## config.mk

```make
export PLATFORM = sky130hd
export DESIGN_NAME = hvn_lerp
export DESIGN_NICKNAME = d
export VERILOG_FILES = /design/src/hw/rtl/hvn_pkg.sv /design/src/hw/rtl/hvn_lerp.sv
export SDC_FILE = /design/constraint.sdc
export NUM_CORES = 2
export LEC_CHECK = 0
export BUFFER_PORTS_ARGS = -buffer_cell sky130_fd_sc_hd__buf_2
export CAP_MARGIN = 30
export CORE_MARGIN = 3
export CORE_UTILIZATION = 60
export CTS_CLUSTER_DIAMETER = 120
export DETAILED_ROUTE_END_ITERATION = 12
export GPL_ROUTABILITY_DRIVEN = 0
export GPL_TIMING_DRIVEN = 0
export HOLD_SLACK_MARGIN = 0.15
export PLACE_DENSITY_LB_ADDON = 0.15
export SLEW_MARGIN = 10
export SYNTH_ARGS = -nofsm -noshare
export SYNTH_HDL_FRONTEND = slang
export SYNTH_SLANG_ARGS = --single-unit
```

## constraint.sdc

```tcl
create_clock -name clk -period 7.8 [get_ports clk]
set_input_delay 0 -clock clk [delete_from_list [all_inputs] [get_ports clk]]
set_output_delay 0 -clock clk [all_outputs]
set_load 0.02 [all_outputs]
```

## src/hw/rtl/hvn_pkg.sv

```systemverilog
// Shared constants for the hashed value noise core.
// Used by the top level, hvn_coord, hvn_hash, hvn_lerp and the testbench; depends on nothing.
package hvn_pkg;

    localparam int FRAC_BITS  = 16;
    localparam int VAL_W      = 21;
    localparam int PIPE_DEPTH = 13;
    // number of hash stages from coordinate stage output to hash output
    localparam int HASH_LAT   = 6;

    localparam logic [63:0] K_MIX1 = 64'hbf58476d1ce4e5b9;
    localparam logic [63:0] K_MIX2 = 64'h94d049bb133111eb;
    localparam logic [63:0] K_SALT = 64'h27d4eb2f165667c5;
    localparam logic [31:0] ADD_X  = 32'h9e3779b9;
    localparam logic [31:0] ADD_Y  = 32'h85ebca6b;
    localparam logic [31:0] ADD_S  = 32'hc2b2ae35;

    typedef enum logic [1:0] {
        REG_SEED = 2'd0,
        REG_SALT = 2'd1,
        REG_FREQ = 2'd2
    } reg_index_t;

endpackage

```

## src/hw/rtl/hvn_lerp.sv

```systemverilog
// Bilinear interpolation of the four corner values, 4 stages.
// Depends on hvn_pkg.
module hvn_lerp (
    input  logic        clk,
    input  logic        en,
    input  logic [hvn_pkg::VAL_W-1:0]     val_a,
    input  logic [hvn_pkg::VAL_W-1:0]     val_b,
    input  logic [hvn_pkg::VAL_W-1:0]     val_c,
    input  logic [hvn_pkg::VAL_W-1:0]     val_d,
    input  logic [hvn_pkg::FRAC_BITS-1:0] sx,
    input  logic [hvn_pkg::FRAC_BITS-1:0] sy,
    output logic [hvn_pkg::VAL_W-1:0]     result
);

    localparam int F  = hvn_pkg::FRAC_BITS;
    localparam int VW = hvn_pkg::VAL_W;
    localparam int PW = VW + F + 2;

    logic signed [PW-1:0] pt_reg;
    logic signed [PW-1:0] pb_reg;
    logic [VW-1:0]        a_reg;
    logic [VW-1:0]        c_reg;
    logic [F-1:0]         sy1_reg;
    logic [F-1:0]         sy2_reg;
    logic [VW-1:0]        top_reg;
    logic [VW-1:0]        bot_reg;
    logic signed [PW-1:0] py_reg;
    logic [VW-1:0]        top3_reg;
    logic [VW-1:0]        out_reg;

    logic signed [VW:0]   dt;
    logic signed [VW:0]   db;
    logic signed [VW:0]   dy;
    logic signed [PW-1:0] top_sum;
    logic signed [PW-1:0] bot_sum;
    logic signed [PW-1:0] out_sum;

    always_comb
    begin
        dt = $signed({1'b0, val_b}) - $signed({1'b0, val_a});
        db = $signed({1'b0, val_d}) - $signed({1'b0, val_c});
        dy = $signed({1'b0, bot_reg}) - $signed({1'b0, top_reg});
        // arithmetic shift floors, so the result stays between the ends
        top_sum = $signed({{(PW-VW){1'b0}}, a_reg}) + (pt_reg >>> F);
        bot_sum = $signed({{(PW-VW){1'b0}}, c_reg}) + (pb_reg >>> F);
        out_sum = $signed({{(PW-VW){1'b0}}, top3_reg}) + (py_reg >>> F);
    end

    always_ff @(posedge clk)
    begin
        if (en)
        begin
            pt_reg   <= PW'(dt * $signed({1'b0, sx}));
            pb_reg   <= PW'(db * $signed({1'b0, sx}));
            a_reg    <= val_a;
            c_reg    <= val_c;
            sy1_reg  <= sy;
            top_reg  <= top_sum[VW-1:0];
            bot_reg  <= bot_sum[VW-1:0];
            sy2_reg  <= sy1_reg;
            py_reg   <= PW'(dy * $signed({1'b0, sy2_reg}));
            top3_reg <= top_reg;
            out_reg  <= out_sum[VW-1:0];
        end
    end

    assign result = out_reg;

endmodule

```

==> impl_results.md <==
- Outcome: finished with violations
- Failing checks: setup timing
- Die Wd: 292.3 um
- Clk_lat worst skew: 0.55 ns
- Netlist Area Pre-Place: 0.04917 mm2
- Crit end category: flip-flop
- Clock Tree Buf Depth: 3
- Xor/xnor share of the synthesized area: 3.562%
- CP startpoint kind: flip-flop
- Asr flop ratio synth: 0%
- Vias/cell: 5.541
- Most common cell after layout, fill and taps aside: inv_1
- # IOs: 139
- DR pass1 iterations: 5
- Required time worst endpoint: 8.10 ns
- Sequential cell area fraction in the yosys report: 13.50%
- H-tree depth: 1
- WL per Instance: 20.83 um
- Clk sinks: 221
- Crit-path max FO: 4
- Min-Delay Path Class: input port to flip-flop
- Largest net degree at the start of global routing: 102
- Buffers on Ports: 124
- Max incr delay on CP: 0.53 ns
- Post-DP HPWL: 112,100 um
- Via count: 36.99k
- Final worst setup slack: -0.5478 ns
- Final min period: 8.348 ns
- Final Max Tran Viols: 0
- Worst Max-Slew Pin Slew: 1.060 ns
- Peak Freq: 0.1198 GHz
- Setup TNS: -6.428 ns
- Fin util: 69.46%
- CTS tree: built
- Area Growth Syn to Fin: 14.14%
- Simple-Gate Fraction of Synth Area: 14.39%
- Post-route clock period utilization: 107.0%
- Netlist cell types: 71
- Core area: 0.08081 mm2
- Syn_area_per_cell: 9.419 um2
- Final nets: 7,117
- Primary FF master, synth: edfxtp_1
- Layout cell share with drive strength beyond 1: 11.83%
- First-pass GRT wire length: 215,400 um
- Largest family of logic cells by synthesized area: adder cells
- Iter 0 DRT Violations: 2,686
- Crit path DAT: 8.65 ns
- Die height: 292.3 um
- CP max-delay cell: fa_1
- Initial Util: 60.85%
- Worst setup path start: top_reg[0]
- Post-synthesis net count: 6,743
- Max-Cap Viols: 0
- CTS Buf Count: 25
- Post-route clock skew: 0.01143 ns
- Count of flip-flops with a built-in enable after synthesis: 221
- Worst Path Class, Setup: flip-flop to flip-flop
- Multiplexer share of the synthesized area: 0.02036%
- Synth Area in Adders: 51.16%
- Detailed Route WL: 139,000 um
- CTS root buf: clkbuf_16
- FILL cells: 6,193
- Rows: 104
- Total track usage: 32.88%
- HP Start: sy[2]
- Vias in the first global route: 38.90k
- RSZ-0062 raised after global routing: true
- Fraction of the mapped netlist area in compound gates: 5.738%
- Antenna viol nets, final: 0
- Synth warnings: 0
- Slew HR: 29.31%
- Fin. Hold Viols: 0
- DRC viols: 0
- Hold Worst Slack: 0.1740 ns
- Cells after synthesis: 5,221
- R2R Path Start: top_reg[0]
- Synth Register Bits: 221
- Gr ovfl total: 0
- Die area: 0.08543 mm2
- Worst path most repeated cell: fa_1
- Reg clk slew, reported paths: 0.07 ns
- Final setup vio count: 23
- Most frequent cells in the layout: inv_1, fa_1, nand2_1, and2_1, ha_1
- Initial antenna violation count: 4
==> through the flow <==
| step | instance area (um2) | instances | setup WS [ns] |
|---|---|---|---|
| 2_1_floorplan | 49260 | 5221 | 0.01089 |
| 3_3_place_gp | 51210 | 6405 | -2.729 |
| 3_5_place_dp | 51440 | 6426 | -2.656 |
| 4_1_cts | 54630 | 6610 | -0.6211 |
| 5_1_grt | 56130 | 6674 | -0.8259 |
| 6_report | 56130 | 6675 | -0.5478 |
==> cells by family (layout without fill, tap and decap cells) <==
kind of cell	Yosys count	after routing
xor gates and xnor gates	200	200
and+or+nand+nor	1457	1457
adders and majority gates	1404	1404
other	0	2
buffers and inverters	1521	1913
DFF	221	221
muxes	1	1
AOI/OAI and AO/OA	417	417
==> synth_stat cells (6+ instances only) <==
cell type  number  area share [%]
fa_1         1011              41
nand4_1        10            0.13
nor4_1         18            0.23
xor2_1         51            0.91
and3_1         12            0.15
and2_1        393             5.0
or3_1          10            0.13
nand2_1       676             5.2
buf_2           6           0.061
a21o_1         51            0.78
nor3_1         33            0.34
o21bai_1       18            0.27
ha_1          393              10
o2111ai_1       9            0.16
o211ai_1       21            0.32
nand3_1        37            0.38
a311oi_1       13            0.23
a211oi_1       17            0.26
xnor2_1       149             2.7
nor2_1        122            0.93
inv_1        1325              10
a21boi_0       10            0.15
clkbuf_1      187             1.4
nand2b_1       27            0.34
a21oi_1       107             1.1
o21ai_0        63            0.64
edfxtp_1      221              13
a31oi_1        11            0.14
a311o_1         7            0.14
nor2b_1        93             1.2
o21a_1         41            0.63
==> path summary, 6_finish.rpt <==
| kind | end | slack, ns | cells after the start |
|---|---|---|---|
| min reg2reg | sy2_reg[8] | 0.42 | 0 |
| min | sy1_reg[2] | 0.17 | 2 |
| max reg2reg | py_reg[31] | -0.55 | 33 |
| max | py_reg[31] | -0.55 | 33 |
==> area by class of cell <==
cell class | instances | area, um2 | area share (%)
well taps | 1060 | 1326 | 2.363
clock buffers | 29 | 640.6 | 1.141
flip-flops and latches | 221 | 6636 | 11.82
diodes | 2 | 5.005 | 0.008917
repair buffers | 354 | 2728 | 4.860
plain buffers | 189 | 1006 | 1.792
clock inverters | 16 | 152.6 | 0.2720
multi-input cells | 3479 | 38650 | 68.86
inverters | 1325 | 4982 | 8.877
==> worst max-delay path, delay by kind of cell (launching register included) <==
family	cells	cell delay (ns)
flip-flops	1	0.49
adder cells (fa/ha/maj)	9	3.85
XOR/XNOR	2	0.30
AND/OR/NAND/NOR	5	0.86
AO/OA/AOI/OAI	11	1.95
buffers and inverters	6	0.62
==> routing by layer <==
layer	share of wire [%]	global-route usage, %
met1	38	41.95
met2	48	55.19
met3	8.1	5.406
met4	5.8	15.98
met5	0.024	0
==> timing repair <==
item,4_1_cts,5_1_grt
pin swaps,84,163
hold buffers,62,0
setup buffers,81,69
endpoints found under the hold margin,92,0
setup endpoints to repair,63,54
cloned,1,1
gates resized for setup,258,242
Power is not shown: default switching activity piles up to over one toggle a cycle in this logic, so the estimate is an artifact.
